### src/rtl/clns_pkg.sv
package clns_pkg;

  typedef enum logic [2:0] {
    CMD_INSTR = 3'd0,
    CMD_CHAR  = 3'd1,
    CMD_CLEAR = 3'd2,
    CMD_GOTO  = 3'd3,
    CMD_HEX   = 3'd4,
    CMD_INIT  = 3'd5
  } cmd_e;

  typedef enum logic [1:0] {
    KIND_BYTE = 2'd0,
    KIND_HEX  = 2'd1,
    KIND_INIT = 2'd2
  } kind_e;

  typedef struct packed {
    kind_e      kind;
    logic       rs;
    logic       long_wait;
    logic [7:0] data;
  } op_t;

  typedef struct packed {
    logic [3:0]  nibble;
    logic        rs;
    logic        strobe;
    logic [15:0] wait_us;
    logic        last;
  } res_t;

  localparam int FIFO_DEPTH = 2;

  localparam logic [7:0]  CLEAR_BYTE = 8'h01;
  localparam logic [7:0]  GOTO_BASE  = 8'h80;
  localparam logic [15:0] WAIT_NIB   = 16'd2;
  localparam logic [15:0] WAIT_CMD   = 16'd50;
  localparam logic [15:0] WAIT_CLEAR = 16'd2050;
  localparam logic [15:0] WAIT_POWER = 16'd60000;
  localparam logic [15:0] WAIT_WAKE  = 16'd10000;
  localparam logic [4:0]  LAST_BYTE  = 5'd1;
  localparam logic [4:0]  LAST_HEX   = 5'd3;
  localparam logic [4:0]  LAST_INIT  = 5'd22;
  localparam logic [4:0]  INIT_RAW   = 5'd5;

  function automatic logic [7:0] init_byte(input logic profile, input logic [3:0] idx);
    logic [7:0] b;
    case (idx)
      4'd0:    b = 8'h29;
      4'd1:    b = profile ? 8'h1F : 8'h1D;
      4'd2:    b = 8'h79;
      4'd3:    b = profile ? 8'h54 : 8'h50;
      4'd4:    b = profile ? 8'h6E : 8'h6C;
      4'd5:    b = 8'h28;
      4'd6:    b = profile ? 8'h0F : 8'h0E;
      4'd7:    b = 8'h01;
      4'd8:    b = 8'h06;
      default: b = 8'h00;
    endcase
    return b;
  endfunction

  function automatic logic [7:0] hex_ascii(input logic [3:0] d);
    return (d > 4'd9) ? (8'h37 + {4'h0, d}) : (8'h30 + {4'h0, d});
  endfunction

endpackage

### src/rtl/clns_front.sv
module clns_front (
  input  logic             s_axis_tvalid,
  output logic             s_axis_tready,
  input  logic [15:0]      s_axis_tdata,
  input  logic             push_ready_i,
  output logic             push_valid_o,
  output clns_pkg::op_t    op_o
);

  logic [2:0] cmd;
  logic [7:0] value;
  logic       known;

  assign cmd   = s_axis_tdata[2:0];
  assign value = s_axis_tdata[10:3];

  always_comb begin
    known        = 1'b1;
    op_o.kind    = clns_pkg::KIND_BYTE;
    op_o.rs      = 1'b0;
    op_o.long_wait = 1'b0;
    op_o.data    = value;
    unique case (cmd)
      clns_pkg::CMD_INSTR: begin
      end
      clns_pkg::CMD_CHAR: begin
        op_o.rs = 1'b1;
      end
      clns_pkg::CMD_CLEAR: begin
        op_o.long_wait = 1'b1;
        op_o.data      = clns_pkg::CLEAR_BYTE;
      end
      clns_pkg::CMD_GOTO: begin
        op_o.data = clns_pkg::GOTO_BASE + value;
      end
      clns_pkg::CMD_HEX: begin
        op_o.kind = clns_pkg::KIND_HEX;
        op_o.rs   = 1'b1;
      end
      clns_pkg::CMD_INIT: begin
        op_o.kind = clns_pkg::KIND_INIT;
      end
      default: begin
        known = 1'b0;
      end
    endcase
  end

  // Unknown command codes are taken off the bus and dropped.
  assign s_axis_tready = push_ready_i;
  assign push_valid_o  = s_axis_tvalid & known;

endmodule

### src/rtl/clns_fifo.sv
module clns_fifo #(
  parameter int Depth = clns_pkg::FIFO_DEPTH
) (
  input  logic          clk_i,
  input  logic          rst_ni,
  input  logic          push_i,
  output logic          ready_o,
  input  clns_pkg::op_t op_i,
  input  logic          pop_i,
  output logic          valid_o,
  output clns_pkg::op_t op_o
);

  localparam int PtrW = (Depth > 1) ? $clog2(Depth) : 1;
  localparam int CntW = $clog2(Depth + 1);

  clns_pkg::op_t mem [Depth];
  logic [PtrW-1:0] wr_ptr_q, wr_ptr_d, rd_ptr_q, rd_ptr_d;
  logic [CntW-1:0] count_q, count_d;
  logic            do_push, do_pop;

  assign ready_o = count_q != CntW'(Depth);
  assign valid_o = count_q != '0;
  assign do_push = push_i & ready_o;
  assign do_pop  = pop_i & valid_o;
  assign op_o    = mem[rd_ptr_q];

  always_comb begin
    wr_ptr_d = wr_ptr_q;
    rd_ptr_d = rd_ptr_q;
    count_d  = count_q;
    if (do_push) begin
      wr_ptr_d = (wr_ptr_q == PtrW'(Depth - 1)) ? '0 : wr_ptr_q + 1'b1;
    end
    if (do_pop) begin
      rd_ptr_d = (rd_ptr_q == PtrW'(Depth - 1)) ? '0 : rd_ptr_q + 1'b1;
    end
    if (do_push && !do_pop) begin
      count_d = count_q + 1'b1;
    end else if (do_pop && !do_push) begin
      count_d = count_q - 1'b1;
    end
  end

  always_ff @(posedge clk_i or negedge rst_ni) begin
    if (!rst_ni) begin
      wr_ptr_q <= '0;
      rd_ptr_q <= '0;
      count_q  <= '0;
    end else begin
      wr_ptr_q <= wr_ptr_d;
      rd_ptr_q <= rd_ptr_d;
      count_q  <= count_d;
    end
  end

  always_ff @(posedge clk_i) begin
    if (do_push) begin
      mem[wr_ptr_q] <= op_i;
    end
  end

endmodule

### src/rtl/clns_back.sv
module clns_back (
  input  logic          clk_i,
  input  logic          rst_ni,
  input  logic          profile_i,
  input  logic          op_valid_i,
  output logic          op_pop_o,
  input  clns_pkg::op_t op_i,
  output logic          m_axis_tvalid,
  input  logic          m_axis_tready,
  output logic [23:0]   m_axis_tdata,
  output logic [1:0]    m_axis_tuser,
  output logic          m_axis_tlast
);

  clns_pkg::op_t  op_q;
  logic           busy_q, busy_d;
  logic [4:0]     step_q, step_d;
  logic           out_valid_q, out_valid_d;
  clns_pkg::res_t out_q;
  clns_pkg::res_t gen;
  logic           can_load;
  logic           load_out;
  logic [7:0]     cur_byte;
  logic           half;
  logic [4:0]     init_ofs;
  logic [15:0]    tail;

  assign can_load = !out_valid_q || m_axis_tready;
  assign load_out = busy_q && can_load;
  assign op_pop_o = !busy_q && op_valid_i;

  always_comb begin
    init_ofs   = step_q - clns_pkg::INIT_RAW;
    tail       = op_q.long_wait ? clns_pkg::WAIT_CLEAR : clns_pkg::WAIT_CMD;
    cur_byte   = op_q.data;
    half       = step_q[0];
    gen.rs     = op_q.rs;
    gen.strobe = 1'b1;
    gen.last   = 1'b0;
    unique case (op_q.kind)
      clns_pkg::KIND_BYTE: begin
        gen.last = step_q == clns_pkg::LAST_BYTE;
      end
      clns_pkg::KIND_HEX: begin
        cur_byte = clns_pkg::hex_ascii(step_q[1] ? op_q.data[3:0] : op_q.data[7:4]);
        gen.last = step_q == clns_pkg::LAST_HEX;
      end
      clns_pkg::KIND_INIT: begin
        cur_byte = clns_pkg::init_byte(profile_i, init_ofs[4:1]);
        half     = init_ofs[0];
        gen.last = step_q == clns_pkg::LAST_INIT;
      end
      default: begin
      end
    endcase
    gen.nibble  = half ? cur_byte[3:0] : cur_byte[7:4];
    gen.wait_us = half ? tail : clns_pkg::WAIT_NIB;
    // The power-on wait and the raw wake-up nibbles precede the init bytes.
    if (op_q.kind == clns_pkg::KIND_INIT && step_q < clns_pkg::INIT_RAW) begin
      case (step_q)
        5'd0: begin
          gen.nibble  = 4'h0;
          gen.strobe  = 1'b0;
          gen.wait_us = clns_pkg::WAIT_POWER;
        end
        5'd1: begin
          gen.nibble  = 4'h3;
          gen.wait_us = clns_pkg::WAIT_WAKE;
        end
        5'd4: begin
          gen.nibble  = 4'h2;
          gen.wait_us = clns_pkg::WAIT_CMD;
        end
        default: begin
          gen.nibble  = 4'h3;
          gen.wait_us = clns_pkg::WAIT_CMD;
        end
      endcase
    end
  end

  always_comb begin
    busy_d      = busy_q;
    step_d      = step_q;
    out_valid_d = out_valid_q;
    if (m_axis_tready) begin
      out_valid_d = 1'b0;
    end
    if (load_out) begin
      out_valid_d = 1'b1;
      if (gen.last) begin
        busy_d = 1'b0;
        step_d = '0;
      end else begin
        step_d = step_q + 1'b1;
      end
    end
    if (op_pop_o) begin
      busy_d = 1'b1;
      step_d = '0;
    end
  end

  always_ff @(posedge clk_i or negedge rst_ni) begin
    if (!rst_ni) begin
      busy_q      <= 1'b0;
      step_q      <= '0;
      out_valid_q <= 1'b0;
    end else begin
      busy_q      <= busy_d;
      step_q      <= step_d;
      out_valid_q <= out_valid_d;
    end
  end

  always_ff @(posedge clk_i) begin
    if (op_pop_o) begin
      op_q <= op_i;
    end
    if (load_out) begin
      out_q <= gen;
    end
  end

  assign m_axis_tvalid = out_valid_q;
  assign m_axis_tdata  = {4'h0, out_q.wait_us, out_q.nibble};
  assign m_axis_tuser  = {out_q.strobe, out_q.rs};
  assign m_axis_tlast  = out_q.last;

endmodule

### src/rtl/char_lcd_nibble_sequencer.sv
// Expands character LCD requests into 4-bit bus transfers, each with its wait in
// microseconds. A byte request yields 2 transfers, a hex byte 4 and init 23; the
// sequencer emits one transfer per cycle when the output is taken, and fetches the
// next request from the queue only once the last transfer of the current one is
// loaded. The input side takes a new request whenever the request queue has room,
// and unknown command codes are consumed without any output. The init profile is
// sampled while the init sequence runs and should be written only when idle.
module char_lcd_nibble_sequencer #(
  parameter int FifoDepth = clns_pkg::FIFO_DEPTH
) (
  input  logic        clk_i,
  input  logic        rst_ni,
  input  logic        cfg_valid_i,
  output logic        cfg_ready_o,
  input  logic        cfg_data_i,     // init_profile
  input  logic        s_axis_tvalid,
  output logic        s_axis_tready,
  input  logic [15:0] s_axis_tdata,   // cmd[2:0], value[10:3]
  output logic        m_axis_tvalid,
  input  logic        m_axis_tready,
  output logic [23:0] m_axis_tdata,   // nibble[3:0], wait_us[19:4]
  output logic [1:0]  m_axis_tuser,   // reg_select[0], strobe_res[1]
  output logic        m_axis_tlast
);

  logic          profile_q;
  logic          push_valid, push_ready;
  logic          pop, q_valid;
  clns_pkg::op_t front_op, q_op;

  assign cfg_ready_o = 1'b1;

  always_ff @(posedge clk_i or negedge rst_ni) begin
    if (!rst_ni) begin
      profile_q <= 1'b0;
    end else if (cfg_valid_i) begin
      profile_q <= cfg_data_i;
    end
  end

  clns_front u_front (
    .s_axis_tvalid (s_axis_tvalid),
    .s_axis_tready (s_axis_tready),
    .s_axis_tdata  (s_axis_tdata),
    .push_ready_i  (push_ready),
    .push_valid_o  (push_valid),
    .op_o          (front_op)
  );

  clns_fifo #(
    .Depth (FifoDepth)
  ) u_fifo (
    .clk_i   (clk_i),
    .rst_ni  (rst_ni),
    .push_i  (push_valid),
    .ready_o (push_ready),
    .op_i    (front_op),
    .pop_i   (pop),
    .valid_o (q_valid),
    .op_o    (q_op)
  );

  clns_back u_back (
    .clk_i         (clk_i),
    .rst_ni        (rst_ni),
    .profile_i     (profile_q),
    .op_valid_i    (q_valid),
    .op_pop_o      (pop),
    .op_i          (q_op),
    .m_axis_tvalid (m_axis_tvalid),
    .m_axis_tready (m_axis_tready),
    .m_axis_tdata  (m_axis_tdata),
    .m_axis_tuser  (m_axis_tuser),
    .m_axis_tlast  (m_axis_tlast)
  );

endmodule

### config.mk
export PLATFORM = sky130hd
export DESIGN_NAME = char_lcd_nibble_sequencer
export DESIGN_NICKNAME = d
export VERILOG_FILES = /design/src/rtl/clns_pkg.sv /design/src/rtl/clns_front.sv /design/src/rtl/clns_fifo.sv /design/src/rtl/clns_back.sv /design/src/rtl/char_lcd_nibble_sequencer.sv
export SDC_FILE = /design/constraint.sdc
export NUM_CORES = 1
export LEC_CHECK = 0
export BUFFER_PORTS_ARGS = -buffer_cell sky130_fd_sc_hd__buf_2
export CORE_ASPECT_RATIO = 0.75
export CORE_MARGIN = 2
export CORE_UTILIZATION = 53
export CTS_BUF_LIST = sky130_fd_sc_hd__clkbuf_2 sky130_fd_sc_hd__clkbuf_4 sky130_fd_sc_hd__clkbuf_8
export CTS_CLUSTER_DIAMETER = 50
export DETAILED_ROUTE_END_ITERATION = 12
export PLACE_DENSITY = 0.88
export SLEW_MARGIN = 10
export SYNTH_ARGS = -nofsm -noshare
export SYNTH_HDL_FRONTEND = slang
export SYNTH_SLANG_ARGS = --single-unit
### constraint.sdc
create_clock -name clk_i -period 2.4 [get_ports clk_i]
set_clock_uncertainty 0.05 [all_clocks]
set_input_delay 0.12 -clock clk_i [delete_from_list [all_inputs] [get_ports clk_i]]
set_output_delay 0.12 -clock clk_i [all_outputs]
set_load 0.05 [all_outputs]
; Word-level counts from Yosys, hierarchy flattened
; Memories as Yosys holds them, arrays and structs flattened. A register that Yosys moved wholly into a read port is not among the register bits.
; Index checks and enable logic that the tools add are counted.
[classes]
addsub = 9
magnitude_cmp = 2
n_eq_ne = 20
muxes = 37
bitwise = 3
reduce_logical = 22
[op_table]
columns = operator, count
row1 = case mux 8 bit (9 select lines), 1
row2 = two-way mux 16 bit, 2
row3 = case mux 16 bit (2 select lines), 1
row4 = case mux 8 bit (2 select lines), 2
row5 = "== test 4 x 3 -> 1 bit, second input constant", 4
row6 = two-way mux 1 bit, 15
row7 = two-way mux 5 bit, 3
row8 = "adder 6 x 4 -> 7 bit, first input constant", 2
row9 = two-way mux 12 bit, 1
row10 = two-way mux 4 bit, 3
row11 = nonzero test 2 bit, 5
row12 = "adder 8 bit, first input constant", 1
row13 = "== test 4 x 2 -> 1 bit, second input constant", 2
row14 = two-way mux 2 bit, 4
row15 = two-way mux 8 bit, 1
row16 = case mux 2 bit (2 select lines), 2
row17 = "== test 3 x 2 -> 1 bit, second input constant", 2
row18 = "== test 3 bit, second input constant", 2
row19 = OR reduction 6 bit, 1
row20 = "adder 5 x 1 -> 5 bit, second input constant", 1
row21 = "== test 5 x 1 -> 1 bit, second input constant", 1
row22 = "== test 5 x 2 -> 1 bit, second input constant", 1
row23 = "== test 5 x 3 -> 1 bit, second input constant", 1
row24 = "== test 5 bit, second input constant", 1
row25 = 24 further kinds, 34
[word_totals]
register_bits = 35
ram_bits = 24
in_bits = 22
word_cells = 106
mem_count = 1
[memory_table]
columns = memory, words, word_bits, read_ports, rd_clocked_by_memory_dff, write_ports, line_no
row1 = u_fifo.mem, 2, 12, 1, 1, 1, clns_fifo.sv:17  ; clns_pkg::op_t mem [Depth];

; Longest topological paths before layout
[depth]
word_depth = 9
mapped_depth = 10
mapped_depth_nobuf = 9

; By module
; From an unflattened synthesis, not the netlist that was laid out.
[hier_totals]
hier_cells = 320
area_unflattened_um2 = 3631.0
[modules_own_cells]
columns = mod, n_inst, cells_per_inst, area_per_inst_um2, seq_area_each_um2
row1 = clns_back, 1, 244, 2371.0, 955.9
row2 = clns_fifo, 1, 55, 1078.5, 820.8
row3 = clns_front, 1, 17, 130.1, 0.0
row4 = char_lcd_nibble_sequencer, 1, 4, 51.3, 25.0

; Worst setup path after synthesis
; Ideal clock, no wire load.
[synth_path]
path_type = register to register
startpoint = reg u_back.step_q[0]
endpoint = reg u_back.out_q (netlist bit u_back.m_axis_tdata[0]) (data pin)
t_arrival_ps = 2324
t_required_ps = 2187
setup_slack_ps = -136
stages_incl_launch_ff = 11
path_buffers = 3
cell_sequence = dfrtp_1 -> clkbuf_1 -> inv_1 -> ha_1 -> clkbuf_1 -> clkbuf_1 -> o21ai_0 -> a221oi_1 -> o21bai_1 -> a211o_1 -> o221ai_1
[synth_lines]
columns = element, line_no
row1 = "start, declared", clns_back.sv:17  ; logic [4:0] step_q, step_d;
row2 = "start signal, assigned", clns_back.sv:111  ; step_q <= step_d;
row3 = "end signal, assigned", clns_back.sv:121  ; out_q <= gen;
row4 = "end, declared", clns_back.sv:19  ; clns_pkg::res_t out_q;

==> summary.txt <==
Status
  – Status: finished clean

Placed design
  – Placed Cells incl. Taps: 430
  – Port Buffers: 36
  – Worst slack at placement: -0.0348 ns
  – DPL Wire Length: 5060 um
  – Final estimated routing congestion in global placement: 0.969
  – Placed Area: about 0.0038 mm^2

Cells and area
  – Fin area: roughly 0.0041 mm^2
  – Final #Nets: slightly below 400
  – Syn-to-layout area delta: 17.5%
  – Ant diodes: 0
  – Layout Cells excl Fill: 450
  – Filler cell count: approximately 480
  – Layout cells sized above 1: ~29%
  – Final Util: between 60% and 70%

Worst setup path
  – Kind of end point of the critical path: flip-flop
  – Critical Path Source Type: flip-flop
  – Critical-path cell list: inv_1 > ha_4 > or3b_2 > o22ai_1 > a221oi_1 > o21bai_1 > a211o_1 > o221ai_1
  – Slowest cell on the critical path: or3b_2
  – R2r startpoint: u_back.step_q[0]
  – Crit path max-delay family: compound AO/OA/AOI/OAI gates
  – CP Max Fanout: 4
  – WP buf/inv: 1
  – Critical path class: reg -> reg
  – Req. time, crit path: about 2.4 ns
  – Arr. time, crit path: around 2.4 ns
  – Crit path launch: u_back.step_q[0]
  – CP peak stage delay: 0.49 ns

Power and ir drop
  – Reg power frac: between 30% and 40%
  – Total power: about 5500 uW
  – Cell internal pwr: between 3000 and 4000 uW
  – Static leakage: about 0.0016 uW
  – IR drop worst, VDD: 786 uV
  – PwrDens: ~1400 mW/mm^2
  – Clk pwr share: between 10% and 20%
  – Psw: ~2400 uW
  – Switching Fraction: around 43%
  – Combinational group share of total power: 51.6%

Detailed routing
  – DR WL/cell: 15.7 um
  – Iter 0 DRT Violations: 140
  – Final wirelength: between 7000 and 8000 um
  – Pre-antenna DRT Iters: 5
  – Post-DR vias/cell: ~5.6
  – DRC viols: 0
  – Antenna-violating nets left: 0
  – Routed via count: between 2000 and 2500

Run
  – Maxcap violations: 0

Floorplanning
  – Core area: 0.00629 mm^2
  – Row Count: 25
  – Initial Utilization: between 50% and 60%
  – Die width: about 97 um
  – I/O pins: 52
  – Die area: roughly 0.0072 mm^2
  – Die Ht: about 74 um

STA
  – Fin. Hold Viols: 0
  – Pins Over Slew Limit: 0
  – Tightest Pin Transition: around 0.55 ns
  – FMAX: around 430 MHz
  – Final setup violation count: 0
  – Slew headroom: 63.4%
  – Final worst slack: between 0.06 and 0.07 ns
  – Final Cycle Share: a little over nine tenths
  – Post-layout minimum cycle time: 2.34 ns

Synthesis
  – Top-count cell post-synth: edfxtp_1
  – Commonest register cell after synthesis: edfxtp_1
  – Post-synth top cells: 50 x edfxtp_1, 22 x nor2_1, 21 x nand2_1
  – Yosys warns: 0
  – Async S/R FF share, synth: around a fifth
  – Netlist cell types: 60
  – Post-synth EDFFs: 50
  – Syn_area_per_cell: between 10 and 15 um^2
  – Synth top area cells: edfxtp_1 43%, dfrtp_1 8.7%, mux2_2 5.5%
  – Area leader, netlist: edfxtp_1
  – Mapped Cells: between 300 and 400
  – Top cell type's share of synthesized area: 43.5%
  – Mapped cell area: around 0.0035 mm^2
  – Seq cells post-synth: a little over 60
  – Sequential share of the synthesized area: between 50% and 60%

CTS
  – Post-CTS Setup Inserts: 0
  – Clock Root Buffer: clkbuf_8
  – CTS tree: built
  – Clk slew on worst S/H paths: roughly 0.070 ns
  – Clock Path Buffers: 2
  – Num CTS Buffers: 9
  – Clk_lat worst skew: 0.34 ns
  – H-tree level count: 3
  – CTS sink count: 62

GRT
  – Initial antenna violation count: 0
  – First-pass GRT wire length: approximately 11000 um
  – Largest net degree at the start of global routing: 21
  – Total gr overflow: 0
  – Met2 Usage GRT: around a third
  – Met3 GRT Util: 5.23%
  – Global-route usage over all layers: 20.5%
  – GR Util met1: between 20% and 30%
  – Vias in the first global route: between 2000 and 2500
  – Gr busiest metal: met2

Hold path
  – Hold Startpoint: m_axis_tready
  – Hold Path Class: in -> reg
==> routing by layer <==
layer	share of wire, %	vias up
met4	0.93	0
met3	4.8	5
met2	48	79
met5	0	-
met1	47	1195
li1	-	1219
==> stage by stage <==
stage / hold slack (ns) / setup TNS, ns
2_1_floorplan: -0.226 / 0
5_1_grt: 0.0529 / -0.0116
4_1_cts: 0.0249 / 0
6_report: 0.0439 / 0
3_3_place_gp: -0.0248 / 0
3_5_place_dp: -0.0227 / -0.0593
==> repair_timing <==
item / CTS / global route
hold endpoints to repair: 15 / 0
endpoints found under the setup margin: 2 / 3
hold buffers: 4 / 0
cloned: 0 / 0
gates resized for setup: 2 / 13
==> kinds of logic after synthesis <==
kind of cell               after synthesis  synth area share [%]
and+or+nand+nor                         95                  14.4
AOI/OAI and AO/OA                       66                  13.3
DFF                                     62                  52.2
buffers and inverters                   46                  6.67
muxes                                   23                  7.29
adders and majority gates               11                  3.99
xor gates and xnor gates                 8                  2.03
other                                    2                 0.218
==> cell type report <==
type / count / area [um^2] / share of cell area [%]
Inverter: 16 / 60.1 / 1.48
Clock buffer: 9 / 124 / 3.05
Multi-Input combinational cell: 213 / 1510 / 37.2
Sequential cell: 62 / 1800 / 44.4
Tap cell: 81 / 101 / 2.50
Clock inverter: 7 / 72.6 / 1.79
Timing Repair Buffer: 62 / 385 / 9.50
==> worst reg2reg max path, delay by kind of cell (launching register included) <==
family / cells / cell delay [ns]
buf+inv: 1 / 0.19
fa+ha+maj: 1 / 0.19
simple gates: 1 / 0.49
flops: 1 / 0.38
compound gates: 5 / 0.75
==> registers in the layout, indices dropped and copies added, names as in the netlist <==
register and flops:
u_back.m_axis_tdata 11, u_back.gen 1, u_back.m_axis_tlast 1, profile_q 1, u_back.m_axis_tuser 2, u_fifo.wr_ptr_q 1, u_back.m_axis_tvalid 1, u_fifo.mem 24
u_fifo.rd_ptr_q 1, u_back.busy_q 1, u_back.step_q 5, u_fifo.count_q 2, u_back.op_q 11
==> power groups by stage <==
stage	Combinational, uW	Sequential, uW	Clock, uW
finish	2850	1770	909
CTS	2710	1760	931
floorplan	1700	2040	0
global route	3090	1800	971
detailed placement	2680	1780	0
global placement	2650	1760	0
==> worst paths after layout <==
path                                     endpoint  slack, ns  depth (start not counted)
setup reg to reg           u_back.m_axis_tdata[0]       0.06                          8
min in group asynchronous        u_back.step_q[3]       0.14                          2
hold / removal               u_back.m_axis_tvalid       0.04                          3
hold reg to reg            u_back.m_axis_tuser[0]       0.37                          0
max in group asynchronous        u_back.step_q[1]       1.91                          2
setup / recovery           u_back.m_axis_tdata[0]       0.06                          8
==> placed cells by master, fill, tap and decap left out, types with 2 or more instances in the layout <==
cell / instances
conb_1: 10
nor4b_1: 2
clkbuf_8: 9
o2111ai_1: 2
clkinv_4: 2
xnor2_1: 4
nor2b_1: 12
o21a_1: 4
nor3_1: 5
nand4_1: 2
and2_1: 3
nor2_1: 21
ha_1: 9
o21ai_0: 16
o21bai_1: 4
o22ai_1: 4
a211o_1: 2
a21oi_1: 9
dlygate4sd3_1: 4
o211ai_1: 2
nand2b_1: 7
mux2i_1: 4
edfxtp_1: 50
and3_1: 2
mux2i_2: 2
inv_1: 15
nand2_1: 21
a221oi_1: 3
dfrtp_1: 11
ha_4: 2
buf_2: 36
mux2_2: 17
xor2_1: 4
nand3_1: 6
nor3b_1: 2
buf_4: 22
(Power assumes the default switching activity.)
